--- src/rtl/core/lsgs_pkg.sv ---
// shared types and constants for the led strip grid serializer
// no dependencies

package lsgs_pkg;

    localparam int FUNC_W   = 2;
    localparam int IDX_W    = 6;
    localparam int COLOR_W  = 24;
    localparam int DUTY_W   = 16;
    localparam int BIT_W    = 5;
    localparam int MAX_COLS = 4;

    localparam logic [BIT_W-1:0] LED_MSB  = 5'd23;
    localparam logic [DUTY_W-1:0] ZERO_DUTY_RST = 16'd8;
    localparam logic [DUTY_W-1:0] ONE_DUTY_RST  = 16'd16;

    localparam logic [FUNC_W-1:0] FUNC_SET    = 2'd0;
    localparam logic [FUNC_W-1:0] FUNC_SCROLL = 2'd1;
    localparam logic [FUNC_W-1:0] FUNC_FETCH  = 2'd2;

    localparam logic CFG_ZERO_DUTY = 1'b0;
    localparam logic CFG_ONE_DUTY  = 1'b1;

    typedef enum logic [2:0] {
        ST_IDLE,
        ST_SET,
        ST_SCROLL,
        ST_SC_WR,
        ST_FE_RD,
        ST_FE_OUT
    } lsgs_state_t;

    typedef struct packed {
        logic capture;
        logic set_wr;
        logic scroll_rd;
        logic scroll_wr;
        logic scroll_top;
        logic fetch_rd;
        logic fetch_out;
    } lsgs_cmd_t;

    typedef struct packed {
        logic row_nonzero;
        logic last_col;
        logic out_busy;
    } lsgs_status_t;

endpackage

--- src/rtl/core/lsgs_ram.sv ---
// generic single write port ram with registered read
// no dependencies

module lsgs_ram #(
    parameter int WIDTH = 24,
    parameter int DEPTH = 40
) (
    input  logic                                   clk,
    input  logic                                   we,
    input  logic [(DEPTH > 1 ? $clog2(DEPTH) : 1)-1:0] waddr,
    input  logic [WIDTH-1:0]                       wdata,
    input  logic                                   re,
    input  logic [(DEPTH > 1 ? $clog2(DEPTH) : 1)-1:0] raddr,
    output logic [WIDTH-1:0]                       rdata
);

    logic [WIDTH-1:0] mem_reg [DEPTH];
    logic [WIDTH-1:0] rdata_reg;

    always_ff @(posedge clk)
    begin
        if (we)
        begin
            mem_reg[waddr] <= wdata;
        end
        if (re)
        begin
            rdata_reg <= mem_reg[raddr];
        end
    end

    assign rdata = rdata_reg;

endmodule

--- src/rtl/core/lsgs_ctrl.sv ---
// sequencer for set, scroll and fetch words
// depends on lsgs_pkg

module lsgs_ctrl (
    input  logic                         clk,
    input  logic                         rst_n,
    input  logic                         in_valid,
    input  logic [lsgs_pkg::FUNC_W-1:0]  in_func,
    output logic                         in_ready,
    input  lsgs_pkg::lsgs_status_t       status,
    output lsgs_pkg::lsgs_cmd_t          cmd
);

    lsgs_pkg::lsgs_state_t state_reg;
    lsgs_pkg::lsgs_state_t state_next;

    always_ff @(posedge clk or negedge rst_n)
    begin
        if (!rst_n)
        begin
            state_reg <= lsgs_pkg::ST_IDLE;
        end
        else
        begin
            state_reg <= state_next;
        end
    end

    always_comb
    begin
        state_next = state_reg;
        unique case (state_reg)
            lsgs_pkg::ST_IDLE:
            begin
                if (in_valid)
                begin
                    unique case (in_func)
                        lsgs_pkg::FUNC_SET:    state_next = lsgs_pkg::ST_SET;
                        lsgs_pkg::FUNC_SCROLL: state_next = lsgs_pkg::ST_SCROLL;
                        lsgs_pkg::FUNC_FETCH:  state_next = lsgs_pkg::ST_FE_RD;
                        default:               state_next = lsgs_pkg::ST_IDLE;
                    endcase
                end
            end
            lsgs_pkg::ST_SET:
            begin
                state_next = lsgs_pkg::ST_IDLE;
            end
            lsgs_pkg::ST_SCROLL:
            begin
                if (status.row_nonzero)
                begin
                    state_next = lsgs_pkg::ST_SC_WR;
                end
                else if (status.last_col)
                begin
                    state_next = lsgs_pkg::ST_IDLE;
                end
            end
            lsgs_pkg::ST_SC_WR:
            begin
                state_next = lsgs_pkg::ST_SCROLL;
            end
            lsgs_pkg::ST_FE_RD:
            begin
                state_next = lsgs_pkg::ST_FE_OUT;
            end
            lsgs_pkg::ST_FE_OUT:
            begin
                if (!status.out_busy)
                begin
                    state_next = lsgs_pkg::ST_IDLE;
                end
            end
            default:
            begin
                state_next = lsgs_pkg::ST_IDLE;
            end
        endcase
    end

    always_comb
    begin
        cmd      = '0;
        in_ready = 1'b0;
        unique case (state_reg)
            lsgs_pkg::ST_IDLE:
            begin
                in_ready    = 1'b1;
                cmd.capture = in_valid;
            end
            lsgs_pkg::ST_SET:
            begin
                cmd.set_wr = 1'b1;
            end
            lsgs_pkg::ST_SCROLL:
            begin
                cmd.scroll_rd  = status.row_nonzero;
                cmd.scroll_top = !status.row_nonzero;
            end
            lsgs_pkg::ST_SC_WR:
            begin
                cmd.scroll_wr = 1'b1;
            end
            lsgs_pkg::ST_FE_RD:
            begin
                cmd.fetch_rd = 1'b1;
            end
            lsgs_pkg::ST_FE_OUT:
            begin
                cmd.fetch_out = !status.out_busy;
            end
            default:
            begin
                cmd = '0;
            end
        endcase
    end

endmodule

--- src/rtl/core/lsgs_dp.sv ---
// datapath: colour store, valid bits, slot pointer, duty registers, output word
// depends on lsgs_pkg and lsgs_ram

module lsgs_dp #(
    parameter int COLUMNS     = 4,
    parameter int ROWS        = 10,
    parameter int RESET_SLOTS = 40
) (
    input  logic                                       clk,
    input  logic                                       rst_n,
    input  lsgs_pkg::lsgs_cmd_t                        cmd,
    output lsgs_pkg::lsgs_status_t                     status,
    input  logic [lsgs_pkg::IDX_W-1:0]                 in_idx,
    input  logic [lsgs_pkg::MAX_COLS*lsgs_pkg::COLOR_W-1:0] in_colors,
    input  logic                                       cfg_we,
    input  logic                                       cfg_index,
    input  logic [lsgs_pkg::DUTY_W-1:0]                cfg_data,
    output logic                                       out_valid,
    input  logic                                       out_ready,
    output logic [lsgs_pkg::DUTY_W-1:0]                out_duty,
    output logic                                       out_last
);

    localparam int LED_COUNT = COLUMNS * ROWS;
    localparam int AW = (LED_COUNT > 1) ? $clog2(LED_COUNT) : 1;
    localparam int RW = $clog2(ROWS);
    localparam int CW = (COLUMNS > 1) ? $clog2(COLUMNS) : 1;
    localparam int GW = (RESET_SLOTS > 1) ? $clog2(RESET_SLOTS) : 1;

    logic [lsgs_pkg::IDX_W-1:0]   idx_reg;
    logic [lsgs_pkg::COLOR_W-1:0] color_reg [COLUMNS];

    logic [AW-1:0] dst_reg;
    logic [RW-1:0] row_reg;
    logic [CW-1:0] col_reg;

    logic [LED_COUNT-1:0] valid_reg;
    logic                 rvalid_reg;

    logic                 in_gap_reg;
    logic [AW-1:0]        led_cnt_reg;
    logic [lsgs_pkg::BIT_W-1:0] bit_cnt_reg;
    logic [GW-1:0]        gap_cnt_reg;

    logic [lsgs_pkg::DUTY_W-1:0] zero_duty_reg;
    logic [lsgs_pkg::DUTY_W-1:0] one_duty_reg;

    logic                        out_valid_reg;
    logic [lsgs_pkg::DUTY_W-1:0] out_duty_reg;
    logic                        out_last_reg;

    logic [lsgs_pkg::IDX_W-1:0]   idx_m1;
    logic                         idx_ok;
    logic                         mem_we;
    logic [AW-1:0]                mem_waddr;
    logic [lsgs_pkg::COLOR_W-1:0] mem_wdata;
    logic                         mem_re;
    logic [AW-1:0]                mem_raddr;
    logic [lsgs_pkg::COLOR_W-1:0] mem_rdata;
    logic [lsgs_pkg::COLOR_W-1:0] rd_color;
    logic [lsgs_pkg::BIT_W-1:0]   bit_pos;
    logic                         slot_last;
    logic [lsgs_pkg::DUTY_W-1:0]  slot_duty;

    assign idx_m1 = idx_reg - 6'd1;
    assign idx_ok = (idx_reg != '0) && ({1'b0, idx_reg} <= 7'(LED_COUNT));

    always_comb
    begin
        mem_we    = 1'b0;
        mem_waddr = dst_reg;
        mem_wdata = rd_color;
        if (cmd.set_wr)
        begin
            mem_we    = idx_ok;
            mem_waddr = idx_m1[AW-1:0];
            mem_wdata = color_reg[0];
        end
        else if (cmd.scroll_wr)
        begin
            mem_we = 1'b1;
        end
        else if (cmd.scroll_top)
        begin
            mem_we    = 1'b1;
            mem_wdata = color_reg[col_reg];
        end
    end

    assign mem_re    = cmd.scroll_rd || cmd.fetch_rd;
    assign mem_raddr = cmd.scroll_rd ? (dst_reg - 1'b1) : led_cnt_reg;
    assign rd_color  = rvalid_reg ? mem_rdata : '0;

    lsgs_ram #(
        .WIDTH (lsgs_pkg::COLOR_W),
        .DEPTH (LED_COUNT)
    ) u_store (
        .clk   (clk),
        .we    (mem_we),
        .waddr (mem_waddr),
        .wdata (mem_wdata),
        .re    (mem_re),
        .raddr (mem_raddr),
        .rdata (mem_rdata)
    );

    // input word capture
    always_ff @(posedge clk)
    begin
        if (cmd.capture)
        begin
            idx_reg <= in_idx;
            for (int c = 0; c < COLUMNS; c++)
            begin
                color_reg[c] <= in_colors[c*lsgs_pkg::COLOR_W +: lsgs_pkg::COLOR_W];
            end
        end
    end

    // scroll walk, bottom kept row excluded
    always_ff @(posedge clk or negedge rst_n)
    begin
        if (!rst_n)
        begin
            dst_reg <= '0;
            row_reg <= '0;
            col_reg <= '0;
        end
        else if (cmd.capture)
        begin
            dst_reg <= AW'(ROWS - 2);
            row_reg <= RW'(ROWS - 2);
            col_reg <= '0;
        end
        else if (cmd.scroll_wr)
        begin
            dst_reg <= dst_reg - 1'b1;
            row_reg <= row_reg - 1'b1;
        end
        else if (cmd.scroll_top)
        begin
            dst_reg <= dst_reg + AW'(2 * ROWS - 2);
            row_reg <= RW'(ROWS - 2);
            col_reg <= col_reg + 1'b1;
        end
    end

    always_ff @(posedge clk or negedge rst_n)
    begin
        if (!rst_n)
        begin
            valid_reg  <= '0;
            rvalid_reg <= 1'b0;
        end
        else
        begin
            if (mem_we)
            begin
                valid_reg[mem_waddr] <= 1'b1;
            end
            if (mem_re)
            begin
                rvalid_reg <= valid_reg[mem_raddr];
            end
        end
    end

    assign status.row_nonzero = (row_reg != '0);
    assign status.last_col    = (col_reg == CW'(COLUMNS - 1));
    assign status.out_busy    = out_valid_reg && !out_ready;

    // slot pointer
    assign bit_pos   = lsgs_pkg::LED_MSB - bit_cnt_reg;
    assign slot_last = in_gap_reg && (gap_cnt_reg == GW'(RESET_SLOTS - 1));
    assign slot_duty = in_gap_reg ? '0 :
                       (rd_color[bit_pos] ? one_duty_reg : zero_duty_reg);

    always_ff @(posedge clk or negedge rst_n)
    begin
        if (!rst_n)
        begin
            in_gap_reg  <= 1'b0;
            led_cnt_reg <= '0;
            bit_cnt_reg <= '0;
            gap_cnt_reg <= '0;
        end
        else if (cmd.fetch_out)
        begin
            if (in_gap_reg)
            begin
                if (slot_last)
                begin
                    in_gap_reg  <= 1'b0;
                    led_cnt_reg <= '0;
                    bit_cnt_reg <= '0;
                end
                else
                begin
                    gap_cnt_reg <= gap_cnt_reg + 1'b1;
                end
            end
            else if (bit_cnt_reg == lsgs_pkg::LED_MSB)
            begin
                bit_cnt_reg <= '0;
                if (led_cnt_reg == AW'(LED_COUNT - 1))
                begin
                    in_gap_reg  <= 1'b1;
                    gap_cnt_reg <= '0;
                end
                else
                begin
                    led_cnt_reg <= led_cnt_reg + 1'b1;
                end
            end
            else
            begin
                bit_cnt_reg <= bit_cnt_reg + 1'b1;
            end
        end
    end

    always_ff @(posedge clk or negedge rst_n)
    begin
        if (!rst_n)
        begin
            zero_duty_reg <= lsgs_pkg::ZERO_DUTY_RST;
            one_duty_reg  <= lsgs_pkg::ONE_DUTY_RST;
        end
        else if (cfg_we)
        begin
            unique case (cfg_index)
                lsgs_pkg::CFG_ZERO_DUTY: zero_duty_reg <= cfg_data;
                lsgs_pkg::CFG_ONE_DUTY:  one_duty_reg  <= cfg_data;
                default:                 zero_duty_reg <= zero_duty_reg;
            endcase
        end
    end

    // output word register
    always_ff @(posedge clk or negedge rst_n)
    begin
        if (!rst_n)
        begin
            out_valid_reg <= 1'b0;
        end
        else if (cmd.fetch_out)
        begin
            out_valid_reg <= 1'b1;
        end
        else if (out_ready)
        begin
            out_valid_reg <= 1'b0;
        end
    end

    always_ff @(posedge clk)
    begin
        if (cmd.fetch_out)
        begin
            out_duty_reg <= slot_duty;
            out_last_reg <= slot_last;
        end
    end

    assign out_valid = out_valid_reg;
    assign out_duty  = out_duty_reg;
    assign out_last  = out_last_reg;

endmodule

--- src/rtl/core/led_strip_grid_serializer_top.sv ---
// top level of the led strip grid serializer
// depends on lsgs_pkg, lsgs_ctrl, lsgs_dp and lsgs_ram
//
// channel   dir  signals                          contents
// s_*       in   tvalid tready tdata tuser        set, scroll or fetch word
// m_*       out  tvalid tready tdata tlast        slot duty word
// cfg_*     in   we index data                    zero_duty, one_duty
//
// a scroll moves rows through the single read and write port of the colour
// store, one row move per read plus write. one word in flight at a time;
// s_tready is high only when idle.
// the output register holds a duty word while the next word is accepted; a
// fetch waits in its output state only while that register is full and m_tready is low.
// reset clears colour valid bits and slot pointer and loads the duty registers at once.

module led_strip_grid_serializer_top #(
    parameter int COLUMNS     = 4,
    parameter int ROWS        = 10,
    parameter int RESET_SLOTS = 40
) (
    input  logic         clk,
    input  logic         rst_n,
    input  logic         s_tvalid,
    output logic         s_tready,
    // led_index[5:0], color0[29:6], color1[53:30], color2[77:54], color3[101:78]
    input  logic [103:0] s_tdata,
    // func[1:0]
    input  logic [1:0]   s_tuser,
    output logic         m_tvalid,
    input  logic         m_tready,
    // duty[15:0]
    output logic [15:0]  m_tdata,
    output logic         m_tlast,
    input  logic         cfg_we,
    input  logic         cfg_index,
    input  logic [15:0]  cfg_data
);

    lsgs_pkg::lsgs_cmd_t    cmd;
    lsgs_pkg::lsgs_status_t status;

    lsgs_ctrl u_ctrl (
        .clk      (clk),
        .rst_n    (rst_n),
        .in_valid (s_tvalid),
        .in_func  (s_tuser),
        .in_ready (s_tready),
        .status   (status),
        .cmd      (cmd)
    );

    lsgs_dp #(
        .COLUMNS     (COLUMNS),
        .ROWS        (ROWS),
        .RESET_SLOTS (RESET_SLOTS)
    ) u_dp (
        .clk       (clk),
        .rst_n     (rst_n),
        .cmd       (cmd),
        .status    (status),
        .in_idx    (s_tdata[5:0]),
        .in_colors (s_tdata[101:6]),
        .cfg_we    (cfg_we),
        .cfg_index (cfg_index),
        .cfg_data  (cfg_data),
        .out_valid (m_tvalid),
        .out_ready (m_tready),
        .out_duty  (m_tdata),
        .out_last  (m_tlast)
    );

endmodule

--- config.mk ---
export PLATFORM = sky130hd
export DESIGN_NAME = led_strip_grid_serializer_top
export DESIGN_NICKNAME = d
export VERILOG_FILES = /design/src/rtl/core/lsgs_pkg.sv /design/src/rtl/core/lsgs_ram.sv /design/src/rtl/core/lsgs_ctrl.sv /design/src/rtl/core/lsgs_dp.sv /design/src/rtl/core/led_strip_grid_serializer_top.sv
export SDC_FILE = /design/constraint.sdc
export NUM_CORES = 2
export LEC_CHECK = 0
export BUFFER_PORTS_ARGS = -buffer_cell sky130_fd_sc_hd__buf_2
export CAP_MARGIN = 15
export CORE_MARGIN = 4
export CORE_UTILIZATION = 54
export CTS_BUF_LIST = sky130_fd_sc_hd__clkbuf_8
export CTS_CLUSTER_DIAMETER = 100
export DETAILED_ROUTE_END_ITERATION = 8
export PLACE_DENSITY_LB_ADDON = 0.12
export SLEW_MARGIN = 20
export SYNTH_ARGS = -nofsm -noshare
export SYNTH_HDL_FRONTEND = slang
export SYNTH_SLANG_ARGS = --single-unit
--- constraint.sdc ---
create_clock -name clk -period 3.8 [get_ports clk]
set_input_delay 0.38 -clock clk [delete_from_list [all_inputs] [get_ports clk]]
set_output_delay 0.38 -clock clk [all_outputs]
set_load 0.05 [all_outputs]
==> impl_metrics.env <==
export IMPL_status="complete, no violations"
export IMPL_drtAntennaViolNets=0
export IMPL_synthCells=3193
export IMPL_viasPerCell=6.30
export IMPL_required_ns=4.42
export IMPL_synth_cell_types=69
export IMPL_worst_pin_slew_ns=0.944
export IMPL_critPathArrivalTime_ns=4.24
export IMPL_die_w_um=309
export IMPL_drv_cap=0
export IMPL_synth_edf_count=1103
export IMPL_worst_setup_path_end_kind="flip-flop"
export IMPL_hold_ws_ns=0.117
export IMPL_grt_pass1_wl_um=202000
export IMPL_multi_input_area_sq_um=12400
export IMPL_finalCriticalPeriod_ns=3.62
export IMPL_slew_viol_final=0
export IMPL_ir_worst_vdd_mv=0.357
export IMPL_synth_seq_cells=1210
export IMPL_ios=147
export IMPL_rows=110
export IMPL_seq_area_frac_synth=0.732
export IMPL_final_common_cell="edfxtp_1"
export IMPL_dp_cells=4505
export IMPL_powerDensity_nw_per_um2=661
export IMPL_netlist_area_sq_um=48900
export IMPL_finalSetupViolCount=0
export IMPL_cp_max_fo=10
export IMPL_die_h_um=309
export IMPL_instances_no_fill=4977
export IMPL_core_area_sq_um=90000
export IMPL_hold_class="in2async"
export IMPL_finalPower_mw=38.0
export IMPL_initial_core_util=0.543
export IMPL_htreeDepth=4
export IMPL_async_reset_ff_frac=0.0884
export IMPL_clock_fmax_ghz=0.276
export IMPL_wirelength_um=138000
export IMPL_wl_per_cell_um=27.8
export IMPL_layout_common_cells="1103 x edfxtp_1, 323 x nand2_1, 252 x a211oi_1, 229 x and3_1, 208 x clkbuf_8"
export IMPL_clk_insertion_delay_late_ns=0.88
export IMPL_synth_nets=3332
export IMPL_start_kind="flip-flop"
export IMPL_port_buffers=144
export IMPL_grt_max_degree=80
export IMPL_pre_cts_ws_ns=-0.127
export IMPL_seq_area_sq_um=35800
export IMPL_grt_pass1_vias=31300
export IMPL_cts_tree="done"
export IMPL_worst_path_most_repeated_cell="buf_4"
export IMPL_nNetsFinal=3786
export IMPL_reg2reg_from="u_ctrl.state_reg[0]"
export IMPL_die_area_sq_um=95500
export IMPL_grt_usage=0.289
export IMPL_hold_viol_final=0
export IMPL_setup_slack_ns=0.180
export IMPL_firstDrtPassIters=6
export IMPL_drt_first_iter_violations=3984
export IMPL_slowest_stage="nor3b_2"
export IMPL_postSynth_topFlopCell="edfxtp_1"
export IMPL_cts_buffers=192
export IMPL_gr_total_overflow=0
export IMPL_ys_warn_count=0
export IMPL_num_fill_cells=6399
export IMPL_slowest_delay_ns=0.42
export IMPL_critical_path_top_delay_family="simple AND/OR/NAND/NOR gates"
export IMPL_dp_hpwl_um=82200
export IMPL_leakage_nw=21.4
export IMPL_root_buffer="clkbuf_8"
export IMPL_period_share=0.953
export IMPL_clock_sinks=1210
export IMPL_drive_above_1_share=0.214
export IMPL_setup_tns_final_ns=0
export IMPL_rsz0062_at_grt="no"
export IMPL_path_cells="buf_4, nor3b_2, nand2_1, buf_4, a31oi_4, buf_4, a211oi_1, nor4_1, buf_4, o32ai_1, buf_4, a311oi_1"
export IMPL_areaGrowthSynthToFinish_pct=17.5
export IMPL_clk_pin_slew_ns=0.06
export IMPL_largest_reg_flops=960
export IMPL_gp_congestion=0.916
export IMPL_grt_antenna_before_repair=2
export IMPL_cts_buffer_depth=3
export IMPL_drc=0
export IMPL_fin_skew_ns=0.0561
export IMPL_slew_headroom=0.369
export IMPL_vias=31400
export IMPL_crit_path_start="u_ctrl.state_reg[0]"
export IMPL_path_class="reg2reg"
export IMPL_avgSynthCellArea_sq_um=15.3
export IMPL_path_buf_inv=5
-- cell type report --
type,count,share of cell area
multi-input combinational,1726,0.215
sequential,1210,0.623
antenna,3,0.000131
clock inverter,137,0.0138
tap,1176,0.0256
inverter,19,0.00131
clock buffer,208,0.0498
timing repair buffer,498,0.0716
-- metal layers --
| layer | routed length [um] | global-route usage | up-vias |
|---|---|---|---|
| met5 | 0 | 0 | - |
| met4 | 4780 | 0.110 | 0 |
| met3 | 13500 | 0.0678 | 247 |
| met2 | 63700 | 0.446 | 1606 |
| met1 | 56500 | 0.406 | 15900 |
| li1 | - | - | 13600 |
-- worst paths after layout --
kind	to	slack, ns	cells past startpoint
setup / recovery	u_dp.u_store.rdata[8]	0.18	12
hold / removal	u_dp.led_cnt_reg[0]	0.12	2
setup reg to reg	u_dp.u_store.rdata[8]	0.18	12
hold reg to reg	u_dp.valid_reg[23]	0.47	1
max in group asynchronous	u_dp.one_duty_reg[4]	2.70	3
min in group clk	u_dp.zero_duty_reg[1]	0.12	4
-- power by group --
| part | total (mW) | internal [mW] | switching, mW |
|---|---|---|---|
| combinational | 10.1 | 3.29 | 6.77 |
| sequential | 17.4 | 16.8 | 0.610 |
| clock | 10.5 | 5.46 | 5.07 |
| total | 38.0 | 25.6 | 12.4 |
-- synth_stat cells, drive strengths merged, types with 72 or more instances --
master | instances | area (sq um)
nor2 | 104 | 415
edfxtp | 1103 | 33100
clkbuf | 137 | 514
buf | 101 | 524
a311oi | 76 | 666
nand2 | 324 | 1220
a211oi | 253 | 1900
dfrtp | 105 | 2630
mux2i | 187 | 1870
and3 | 229 | 1430
a32oi | 72 | 631
a21oi | 73 | 365
-- what timing repair did --
| item | CTS | global route |
|---|---|---|
| gates resized for setup | 1 | 2 |
| gates cloned | 0 | 0 |
| endpoints found under the setup margin | 1 | 4 |
| buffers inserted | 0 | 0 |
| hold buffers | 124 | 0 |
| endpoints found under the hold margin | 184 | 0 |
-- per-stage QoR --
step	util	area, sq um
floorplan	-	48900
global placement	0.584	52600
detailed placement	0.584	52600
CTS	0.639	57500
global route	0.639	57500
finish	0.639	57500
-- worst register-to-register path, cell delays in order, from the launching register on --
cell and delay (ns):
dfrtp_1 0.38, buf_4 0.18, nor3b_2 0.42, nand2_1 0.28
buf_4 0.24, a31oi_4 0.33, buf_4 0.27, a211oi_1 0.08
nor4_1 0.40, buf_4 0.19, o32ai_1 0.08, buf_4 0.19
a311oi_1 0.35
-- kinds of logic after synthesis --
| kind of cell | Yosys count | synth area share |
|---|---|---|
| mux | 257 | 0.0617 |
| compound gates | 645 | 0.0974 |
| xor+xnor | 21 | 0.00376 |
| simple gates | 792 | 0.0797 |
| flops | 1210 | 0.732 |
| buf+inv | 257 | 0.0227 |
| fa+ha+maj | 11 | 0.00281 |
Note: power is estimated with default switching activity, not from simulation.
